--- src/rtl/core/fws_pkg.sv ---
// Package for the force to wheel speed block: widths, codes, state encoding
// and small saturation helpers. No dependencies.
package fws_pkg;

   localparam int FIELD_W    = 24;
   localparam int MODE_W     = 2;
   localparam int REQ_DATA_W = 6 * FIELD_W;
   localparam int RSP_DATA_W = 2 * FIELD_W;
   localparam int RSP_USER_W = 2;
   localparam int CSR_IDX_W  = 2;
   localparam int CSR_DATA_W = 24;
   localparam int MUL_W      = 33;
   localparam int PROD_W     = 2 * MUL_W;
   localparam int DS_NUM_W   = 64;
   localparam int DS_DEN_W   = 25;
   localparam int DS_Q_W     = 56;
   localparam int IM_FRAC    = 16;

   localparam logic [MODE_W-1:0] MODE_ADD     = 2'd0;
   localparam logic [MODE_W-1:0] MODE_CLEAR   = 2'd1;
   localparam logic [MODE_W-1:0] MODE_COMPUTE = 2'd2;

   localparam logic [CSR_IDX_W-1:0] CSR_INVERSE_MASS = 2'd0;
   localparam logic [CSR_IDX_W-1:0] CSR_TURN_GAIN    = 2'd1;
   localparam logic [CSR_IDX_W-1:0] CSR_MAX_SPEED    = 2'd2;

   localparam logic signed [PROD_W-1:0] SAT_POS = 66'sd2147483647;
   localparam logic signed [PROD_W-1:0] SAT_NEG = -66'sd2147483647;
   localparam logic [DS_Q_W-1:0] TERM_LIMIT = 56'd1099511627776;

   typedef struct packed {
      logic start;
      logic op_sqrt;
   } ds_req_type;

   typedef enum logic [4:0] {
      ST_IDLE, ST_AX, ST_AY, ST_HX2, ST_HY2, ST_H2, ST_SQH,
      ST_D1, ST_D2, ST_D3, ST_D4, ST_D5, ST_DVA,
      ST_PX, ST_PXD, ST_DVX, ST_PY, ST_PYD, ST_DVY,
      ST_V2X, ST_V2Y, ST_V2S, ST_SQS, ST_AN, ST_DVN,
      ST_PT, ST_PTD, ST_DVT, ST_FIN
   } state_type;

   // Returns the saturation flag above the clipped 32-bit value.
   function automatic logic [32:0] sat32(input logic signed [PROD_W-1:0] v);
      logic [32:0] r;
      if (v > SAT_POS) begin
         r = {1'b1, 32'h7FFF_FFFF};
      end else if (v < SAT_NEG) begin
         r = {1'b1, 32'h8000_0001};
      end else begin
         r = {1'b0, v[31:0]};
      end
      return r;
   endfunction

   // Drops the 16 fraction bits of a product with the Q8.16 inverse mass, truncating toward zero.
   function automatic logic signed [PROD_W-1:0] scale_im(input logic signed [PROD_W-1:0] p);
      logic signed [PROD_W-1:0] mag;
      mag = p[PROD_W-1] ? -p : p;
      mag = mag >> IM_FRAC;
      return p[PROD_W-1] ? -mag : mag;
   endfunction

endpackage

--- src/rtl/core/fws_mul.sv ---
// Registered signed multiplier shared by every product of the block.
// Depends on fws_pkg.
module fws_mul (
   input  logic                                clock,
   input  logic signed [fws_pkg::MUL_W-1:0]    mul_a,
   input  logic signed [fws_pkg::MUL_W-1:0]    mul_b,
   output logic signed [fws_pkg::PROD_W-1:0]   prod_ff
);
   import fws_pkg::*;

   logic signed [PROD_W-1:0] prod_in;

   assign prod_in = PROD_W'(mul_a) * PROD_W'(mul_b);

   always_ff @(posedge clock) begin
      prod_ff <= prod_in;
   end

endmodule

--- config.mk ---
export PLATFORM = sky130hd
export DESIGN_NAME = fws_mul
export DESIGN_NICKNAME = d
export VERILOG_FILES = /design/src/rtl/core/fws_pkg.sv /design/src/rtl/core/fws_mul.sv
export SDC_FILE = /design/constraint.sdc
export NUM_CORES = 2
export LEC_CHECK = 0
export BUFFER_PORTS_ARGS = -buffer_cell sky130_fd_sc_hd__buf_4
export CORE_MARGIN = 8
export CORE_UTILIZATION = 35
export CTS_CLUSTER_SIZE = 24
export DETAILED_ROUTE_END_ITERATION = 16
export GPL_ROUTABILITY_DRIVEN = 0
export HOLD_SLACK_MARGIN = 0.03
export PLACE_DENSITY = 0.56
export SLEW_MARGIN = 10
export SYNTH_ARGS = -nofsm -noshare
export SYNTH_HDL_FRONTEND = slang
export SYNTH_SLANG_ARGS = --single-unit
--- constraint.sdc ---
create_clock -name clock -period 10.2 [get_ports clock]
set_input_delay 2.04 -clock clock [delete_from_list [all_inputs] [get_ports clock]]
set_output_delay 2.04 -clock clock [all_outputs]
set_load 0.02 [all_outputs]
==> results.toml <==
[run_status]
status = "complete, no violations"

[clock_tree]
clockRootBuffer = "clkbuf_16"
path_clk_slew_ps = 70
post-cts-setup-buffers = 0
cts_tree = "done"
h-tree-depth = 3
max-clock-path-buffers = 2
cts_buffers = 9
ctsResizeCount = 0
hold_buffers = 0
clock_sinks = 66

[global_routing]
grt_use_total_pct = 18.79
antenna_found_initial = 15
grt_overflow = 0
grt_max_degree = 34
first_global_vias = 31590
grt_pass1_wl_mm = 184.5

[setup_path]
criticalPathCategory = "primary input to flop"
cp_max_fo = 33
worst_setup_path_end_kind = "flop"
start_kind = "primary input"
worstPathRequired_ps = 10560
cp.arrival_ps = 9990

[final_layout]
area_growth_syn_to_layout_pct = 6.571
regMostFlops = "prod_ff"
stdcell_area_mm2 = 0.04302
top_regs = "prod_ff (66)"
fillers = 11540
nets = 5693
drive_gt1_share_pct = 4.943
largest_register_ffs = 66

[synthesis]
yosysSeqAreaShare_pct = 3.273
synth_ff_type = "dfxtp_1"
yosysWarnings = 0
synth_top_area_cell = "fa_1"
synth_area_leaders = "fa_1 (57%), inv_1 (11%), and2_1 (8.7%), ha_1 (6.7%), nand2_1 (5.0%)"
yosys.cell_count.top_type = "fa_1"
ys_top_cells_by_count = "fa_1 (1,145), inv_1 (1,133), and2_1 (562)"
synth-edff-count = 0
ys_ff_latch = 66
avgSynthCellArea_um2 = 9.383
netlist.area_leader.share_pct = 56.79
synthesis.area_mm2 = 0.04037
syn_inst = 4302
syn-num-nets = 5731
netlist-cell-type-count = 61
async_flop_share_pct = 0

[job]
max_cap_violations = 0

[drt]
ant_nets = 0
first_pass_iters = 7
drc = 0
vias = 27950
viasPerCell = 4.829
wl_per_cell_um = 19.60
totalWireLength_mm = 113.4
initialDrtViolationCount = 1445

[sta]
worst_pin_slew_ps = 1166
rsz0062_at_grt = "no"
fin_tns_setup_ps = 0
min_period_ps = 9631
clock.fmax_mhz = 103.8
finalSetupViolCount = 0
hold_violations = 0
post-route-period-util_pct = 94.42
slew_headroom_pct = 21.91
drv_slew = 0

[floorplan]
core_region_area_mm2 = 0.1143
die-area_mm2 = 0.1265
die_h_um = 355.6
fp.dieW_um = 355.6
num_rows = 124
start_util_pct = 35.30
pin_count = 133

[hold_path]
hold_class = "primary input to flop"

[placed_design]
post_dp_cell_area_mm2 = 0.04271
hpwl_mm = 91.50
io_buffers = 132
worst max-delay path, stage by stage:
cell,delay [ps]
buf_4,480
nand2_1,240
fa_1,530
inv_1,50
fa_1,530
inv_1,60
fa_1,530
inv_1,50
fa_1,480
fa_1,640
fa_1,460
fa_1,490
inv_1,50
fa_1,470
inv_1,40
ha_1,460
and3_1,300
nand2_1,80
nor4_1,850
nand2_1,270
a211oi_2,290
nor3_2,60
buf_4,150
o211ai_1,200
xor2_1,160
cell type report:
cell class                      count  area [µm²]  share of cell area (%)
Multi-Input combinational cell   2882       33960                   78.93
Inverter                         1133        4253                   9.886
Tap cell                         1512        1892                   4.398
Sequential cell                    66        1321                   3.071
Timing Repair Buffer              172        1291                   3.002
Clock buffer                       11       252.7                  0.5875
Clock inverter                      5       38.79                 0.09016
Antenna cell                        6       15.01                 0.03490
layer usage:
layer	routed length (µm)	up-vias	share of wire, %	global-route usage, %
met2	53400	773	47	30.58
met5	78	-	0.069	0
met4	2761	12	2.4	4.707
li1	-	12110	-	-
met3	8171	151	7.2	4.629
met1	49010	14900	43	25.14
cells in the final DEF, fill, tap and decap left out, types with 28 or more instances in the layout:
cell type and instances:
a21o_1 28, a21oi_1 73, and2_1 562, buf_4 172, dfxtp_1 66, fa_1 1145
ha_1 217, inv_1 1133, nand2_1 543, nor2_1 47, o21ai_0 37, xnor2_1 55
path summary, 6_finish.rpt:
kind / end / cells past startpoint / slack, ps / start
min: prod_ff[0]$_DFF_P_ / 2 / 2210 / mul_a[0]
max: prod_ff[62]$_DFF_P_ / 25 / 570 / mul_b[9]
cell families after synthesis:
kind of cell | after synthesis | share of synthesized area [%]
xor gates and xnor gates | 75 | 1.627
buffers and inverters | 1354 | 12.61
DFF | 66 | 3.273
and+or+nand+nor | 1228 | 15.38
AOI/OAI and AO/OA | 217 | 3.599
adders and majority gates | 1362 | 63.51
through the flow:
stage	utilization, %	instances	hold WS, ps	worst slack, ps
floorplan	-	4302	2167	939.2
global placement	37.35	5765	2453	259.2
detailed placement	37.35	5765	2452	203.9
CTS	37.61	5781	2164	658.3
global route	37.61	5782	2193	397.5
finish	37.62	5787	2210	569.1
Power is not shown: default switching activity piles up to over one toggle a cycle in this logic, so the estimate is an artifact.
