`config.mk`:
```
export PLATFORM = sky130hd
export DESIGN_NAME = fws_divsqrt
export DESIGN_NICKNAME = d
export VERILOG_FILES = /design/src/rtl/core/fws_pkg.sv /design/src/rtl/core/fws_divsqrt.sv
export SDC_FILE = /design/constraint.sdc
export NUM_CORES = 1
export LEC_CHECK = 0
export ABC_AREA = 1
export BUFFER_PORTS_ARGS = -buffer_cell sky130_fd_sc_hd__buf_2
export CAP_MARGIN = 30
export CORE_ASPECT_RATIO = 0.8
export CORE_MARGIN = 2
export CORE_UTILIZATION = 63
export DETAILED_ROUTE_END_ITERATION = 6
export PLACE_DENSITY = 0.86
export SLEW_MARGIN = 20
export SYNTH_ARGS = -nofsm -noshare
export SYNTH_HDL_FRONTEND = slang
export SYNTH_SLANG_ARGS = --single-unit
```
`constraint.sdc`:
```
create_clock -name clock -period 7.9 [get_ports clock]
set_input_delay 0.79 -clock clock [delete_from_list [all_inputs] [get_ports clock]]
set_output_delay 0.79 -clock clock [all_outputs]
set_load 0.02 [all_outputs]
```
`src/rtl/core/fws_pkg.sv`:
```
// Package for the force to wheel speed block: widths, codes, state encoding
// and small saturation helpers. No dependencies.
package fws_pkg;

   localparam int FIELD_W    = 24;
   localparam int MODE_W     = 2;
   localparam int REQ_DATA_W = 6 * FIELD_W;
   localparam int RSP_DATA_W = 2 * FIELD_W;
   localparam int RSP_USER_W = 2;
   localparam int CSR_IDX_W  = 2;
   localparam int CSR_DATA_W = 24;
   localparam int MUL_W      = 33;
   localparam int PROD_W     = 2 * MUL_W;
   localparam int DS_NUM_W   = 64;
   localparam int DS_DEN_W   = 25;
   localparam int DS_Q_W     = 56;
   localparam int IM_FRAC    = 16;

   localparam logic [MODE_W-1:0] MODE_ADD     = 2'd0;
   localparam logic [MODE_W-1:0] MODE_CLEAR   = 2'd1;
   localparam logic [MODE_W-1:0] MODE_COMPUTE = 2'd2;

   localparam logic [CSR_IDX_W-1:0] CSR_INVERSE_MASS = 2'd0;
   localparam logic [CSR_IDX_W-1:0] CSR_TURN_GAIN    = 2'd1;
   localparam logic [CSR_IDX_W-1:0] CSR_MAX_SPEED    = 2'd2;

   localparam logic signed [PROD_W-1:0] SAT_POS = 66'sd2147483647;
   localparam logic signed [PROD_W-1:0] SAT_NEG = -66'sd2147483647;
   localparam logic [DS_Q_W-1:0] TERM_LIMIT = 56'd1099511627776;

   typedef struct packed {
      logic start;
      logic op_sqrt;
   } ds_req_type;

   typedef enum logic [4:0] {
      ST_IDLE, ST_AX, ST_AY, ST_HX2, ST_HY2, ST_H2, ST_SQH,
      ST_D1, ST_D2, ST_D3, ST_D4, ST_D5, ST_DVA,
      ST_PX, ST_PXD, ST_DVX, ST_PY, ST_PYD, ST_DVY,
      ST_V2X, ST_V2Y, ST_V2S, ST_SQS, ST_AN, ST_DVN,
      ST_PT, ST_PTD, ST_DVT, ST_FIN
   } state_type;

   // Returns the saturation flag above the clipped 32-bit value.
   function automatic logic [32:0] sat32(input logic signed [PROD_W-1:0] v);
      logic [32:0] r;
      if (v > SAT_POS) begin
         r = {1'b1, 32'h7FFF_FFFF};
      end else if (v < SAT_NEG) begin
         r = {1'b1, 32'h8000_0001};
      end else begin
         r = {1'b0, v[31:0]};
      end
      return r;
   endfunction

   // Drops the 16 fraction bits of a product with the Q8.16 inverse mass, truncating toward zero.
   function automatic logic signed [PROD_W-1:0] scale_im(input logic signed [PROD_W-1:0] p);
      logic signed [PROD_W-1:0] mag;
      mag = p[PROD_W-1] ? -p : p;
      mag = mag >> IM_FRAC;
      return p[PROD_W-1] ? -mag : mag;
   endfunction

endpackage

```
`src/rtl/core/fws_divsqrt.sv`:
```
// Bit-serial unsigned divider and floor square root on one compare-subtract.
// Depends on fws_pkg. Division takes 56 steps, square root 32 steps.
module fws_divsqrt (
   input  logic                            clock,
   input  logic                            reset,
   input  fws_pkg::ds_req_type             ds_req,
   input  logic [fws_pkg::DS_NUM_W-1:0]    ds_num,
   input  logic [fws_pkg::DS_DEN_W-1:0]    ds_den,
   output logic                            ds_done,
   output logic [fws_pkg::DS_Q_W-1:0]      ds_q
);
   import fws_pkg::*;

   logic                  run_ff, run_in;
   logic                  done_ff, done_in;
   logic                  op_ff, op_in;
   logic [5:0]            cnt_ff, cnt_in;
   logic [DS_NUM_W-1:0]   rad_ff, rad_in;
   logic [33:0]           rem_ff, rem_in;
   logic [DS_Q_W-1:0]     q_ff, q_in;
   logic [DS_DEN_W-1:0]   den_ff, den_in;
   logic [33:0]           cmp_a, cmp_b;
   logic [34:0]           diff;
   logic                  ge;

   always_comb begin
      if (op_ff) begin
         cmp_a = {rem_ff[31:0], rad_ff[63:62]};
         cmp_b = {q_ff[31:0], 2'b01};
      end else begin
         cmp_a = {8'b0, rem_ff[24:0], rad_ff[63]};
         cmp_b = {9'b0, den_ff};
      end
      diff = {1'b0, cmp_a} - {1'b0, cmp_b};
      ge   = !diff[34];

      run_in  = run_ff;
      done_in = 1'b0;
      op_in   = op_ff;
      cnt_in  = cnt_ff;
      rad_in  = rad_ff;
      rem_in  = rem_ff;
      q_in    = q_ff;
      den_in  = den_ff;
      if (ds_req.start) begin
         run_in = 1'b1;
         op_in  = ds_req.op_sqrt;
         cnt_in = ds_req.op_sqrt ? 6'd31 : 6'd55;
         rad_in = ds_req.op_sqrt ? ds_num : {ds_num[55:0], 8'b0};
         rem_in = '0;
         q_in   = '0;
         den_in = ds_den;
      end else if (run_ff) begin
         rem_in = ge ? diff[33:0] : cmp_a;
         q_in   = {q_ff[DS_Q_W-2:0], ge};
         rad_in = op_ff ? {rad_ff[61:0], 2'b00} : {rad_ff[62:0], 1'b0};
         cnt_in = cnt_ff - 6'd1;
         if (cnt_ff == 6'd0) begin
            run_in  = 1'b0;
            done_in = 1'b1;
         end
      end
   end

   always_ff @(posedge clock) begin
      if (reset) begin
         run_ff  <= 1'b0;
         done_ff <= 1'b0;
      end else begin
         run_ff  <= run_in;
         done_ff <= done_in;
      end
      op_ff  <= op_in;
      cnt_ff <= cnt_in;
      rad_ff <= rad_in;
      rem_ff <= rem_in;
      q_ff   <= q_in;
      den_ff <= den_in;
   end

   assign ds_done = done_ff;
   assign ds_q    = q_ff;

endmodule

```
==> reports/qor.json <==
{
  "wire_per_inst_um": 17.5,
  "ioPinCount": 150,
  "dieHeight_um": 124,
  "path_max_fanout": 98,
  "cpMaxStageDelayCell": "sky130_fd_sc_hd__buf_4",
  "die_area_sq_mm": 0.0190,
  "cts.hold.buffers_added": 0,
  "synthesis.nets": 1615,
  "synth.area.mux_share_pct": 0.532,
  "fp.coreArea_sq_mm": 0.0174,
  "grt_setup_unrepaired": "false",
  "netlist_top_cells_count": "sky130_fd_sc_hd__nand2_1 (396), sky130_fd_sc_hd__inv_1 (252), sky130_fd_sc_hd__edfxtp_1 (96), sky130_fd_sc_hd__nand3_1 (93), sky130_fd_sc_hd__dfxtp_1 (90)",
  "worst_setup_path_end_kind": "register",
  "netlist_top_cells_area": "sky130_fd_sc_hd__edfxtp_1 (26%), sky130_fd_sc_hd__dfxtp_1 (16%), sky130_fd_sc_hd__nand2_1 (13%)",
  "cts_resized": 0,
  "holdCritPathClass": "reg2reg",
  "final_min_period_over_clock_period_pct": 53.7,
  "placedCellCount": 1797,
  "detail_route.first_pass.iterations": 7,
  "hold-path-endpoint": "rem_ff[9]",
  "synth_compound_gate_area_share_pct": 15.2,
  "cts.reportedPaths.clkPinSlew_ns": 0.09,
  "critical-path-top-cell-by-count": "sky130_fd_sc_hd__nand2_1",
  "regToRegStartpoint": "op_ff",
  "avgSynthCellArea_sq_um": 7.60,
  "global_route_wire_length_before_repair_um": 51100,
  "ctsRootBufferMaster": "sky130_fd_sc_hd__clkbuf_16",
  "dr.first_iter.drc_count": 1311,
  "netlist_instances": 1485,
  "cts-buffers-inserted": 17,
  "port_buffers": 149,
  "max_cap_viol_count": 0,
  "yosys.area_share.simple_pct": 25.6,
  "netlist_area_sq_mm": 0.0113,
  "report.final.setup_viol": 0,
  "clock_latency_ns": 0.46,
  "synth_top_area_share_pct": 25.5,
  "ys_dominant_reg_cell": "sky130_fd_sc_hd__edfxtp_1",
  "irDropWorstVdd_v": 0.000179,
  "worstMarginPinSlew_ns": 0.905,
  "hold_path_stages": 2,
  "diodes": 0,
  "max_slew_margin_pct": 39.7,
  "cts.sink_count": 186,
  "nets": 1721,
  "r2r_slack_ns": 3.65,
  "die_width_um": 154,
  "grt_start_max_net_pins": 99,
  "globalRouteTotalUtil_pct": 33.9,
  "first_global_vias": 9996,
  "crit_path_buffers_inverters": 3,
  "critPathTopFamily": "simple AND/OR/NAND/NOR gates",
  "yosys.area_share.adder_pct": 4.17,
  "leakagePower_uw": 0.00621,
  "slew_viol_final": 0,
  "number_of_antenna_violations_at_the_first_check_in_global_routing": 1,
  "cts-htree-levels": 4,
  "r2r_cells": 16,
  "cellPowerDensity_mw_per_mm2": 300,
  "max_freq_mhz": 236,
  "yosys.cell_types.count": 47,
  "synthToLayoutAreaGrowth_pct": 12.6,
  "synth-seq-area-share_pct": 41.5,
  "post_layout_nonfiller_instances": 1829,
  "cp_max_stage_delay_ns": 0.81,
  "vias_per_cell": 5.86,
  "ctsLongestPathBuffers": 2,
  "number_of_remaining_drc_errors": 1,
  "crit_chain": "buf_4 -> buf_4 -> o21ai_0 -> ha_1 -> nand2_2 -> inv_2 -> nand2_1 -> nand2_1 -> a21oi_4 -> nor2_4 -> nor2_8 -> nand2_8 -> nand2_2 -> nand2_1 -> nand2_1 -> nand2_1",
  "tritoncts": "done",
  "netlist.top_cell.by_area": "sky130_fd_sc_hd__edfxtp_1",
  "failed_checks": "DRC",
  "final_period_minus_worst_setup_slack_ns": 4.25,
  "route.final.wire_length_um": 32100,
  "fin_skew_ns": 0.0159,
  "hpwl_um": 22800,
  "synth-edff-count": 96,
  "worstHoldStart": "rem_ff[9]",
  "gr-total-overflow": 0,
  "yosysWarningCount": 0,
  "num_vias": 10700,
  "final-hold-violation-count": 0,
  "rows": 43,
  "postCtsSetupBuffers": 0,
  "num-fill-cells": 1331,
  "yosys.cell_count.top_type": "sky130_fd_sc_hd__nand2_1",
  "setup-tns-final_ns": 0,
  "cp.required_ns": 8.26,
  "r2r-end": "rem_ff[30]",
  "start_util_pct": 64.8,
  "worst_ep_arrival_time_ns": 4.61,
  "globalplace.congestion": 1.05,
  "run_status": "finished with violations",
  "post_route_cells_drive_above_1_share_pct": 18.6,
  "postSynthRegisterBits": 186,
  "drt.antenna.violating_nets": 0,
  "criticalPathCategory": "reg2reg",
  "postSynth.asyncResetShare_pct": 0,
  "critPathLaunchType": "register",
  "synth_top_family_by_area": "simple AND/OR/NAND/NOR gates",
  "synth_xor_xnor_area_share_pct": 1.24
}
-- registers in the layout (all words and copies together), names as in the netlist --
name     count
rad_ff      64
ds_q        56
rem_ff      32
den_ff      25
cnt_ff       6
ds_done      1
op_ff        1
run_ff       1
-- per-stage QoR --
step           util, %  setup WS (ns)  hold WS [ns]  power, uW  cell area, sq um
6_report          72.9           3.65         0.455       3820             12700
2_1_floorplan        -           4.21         0.426       2550             11300
3_5_place_dp      69.3           3.79         0.439       2860             12100
4_1_cts           72.9           3.75         0.456       3770             12700
3_3_place_gp      69.2           3.90         0.437       2840             12100
5_1_grt           72.9           3.39         0.468       4050             12700
-- cell type report --
cell class,count,area [sq um],area share [%]
clock inverters,15,204,1.60
multi-input cells,963,5280,41.5
flip-flops and latches,186,4680,36.8
clock buffers,17,425,3.35
well taps,225,282,2.21
repair buffers,160,848,6.67
inverters,263,990,7.78
-- placed cells by master, fill, tap and decap left out, drive strengths merged, types with 7 or more instances in the layout --
| cell | instances |
|---|---|
| a21oi | 20 |
| buf | 160 |
| clkbuf | 17 |
| dfxtp | 90 |
| edfxtp | 96 |
| ha | 36 |
| inv | 272 |
| nand2 | 420 |
| nand3 | 95 |
| nand4 | 7 |
| nor2 | 58 |
| nor3 | 8 |
| o211ai | 50 |
| o21ai | 60 |
| o221ai | 55 |
| o22ai | 55 |
| or2 | 57 |
| xor2 | 10 |
-- power by group --
part | leakage [uW] | total (uW) | switching (uW) | internal (uW)
logic | 0.00421 | 1700 | 1140 | 556
registers | 0.00169 | 1210 | 67.7 | 1150
clock network | 0.000305 | 905 | 463 | 442
total | 0.00621 | 3820 | 1670 | 2140
-- metal layers --
layer | up-vias | GRT usage [%] | routed length [um]
met1 | 4861 | 48.3 | 13900
met3 | 59 | 11.0 | 4130
met2 | 658 | 49.7 | 13500
li1 | 5134 | - | -
met5 | - | 0 | 11
met4 | 2 | 9.29 | 584
-- cell families (layout without fill, tap and decap cells) --
group | count (synthesis) | in the layout
adders and majority gates | 37 | 37
and+or+nand+nor | 652 | 652
buffers and inverters | 336 | 455
AOI/OAI and AO/OA | 252 | 252
DFF | 186 | 186
muxes | 6 | 6
xor gates and xnor gates | 16 | 16
-- tightest hold or removal path, delay by kind of cell (launching register included) --
kind / cells / cell delay, ns
and+or+nand+nor: 2 / 0.10
DFF: 1 / 0.31
-- how the worst max path moves through the flow --
stage	startpoint	end	depth (start not counted)
global route	op_ff	rem_ff[25]	18
detailed placement	op_ff	rem_ff[30]	16
finish	op_ff	rem_ff[30]	16
global placement	op_ff	rem_ff[30]	15
floorplan	ds_req[1]	cnt_ff[0]	4
CTS	op_ff	rem_ff[30]	16
No activity file was read; power rests on OpenSTA's default activity.
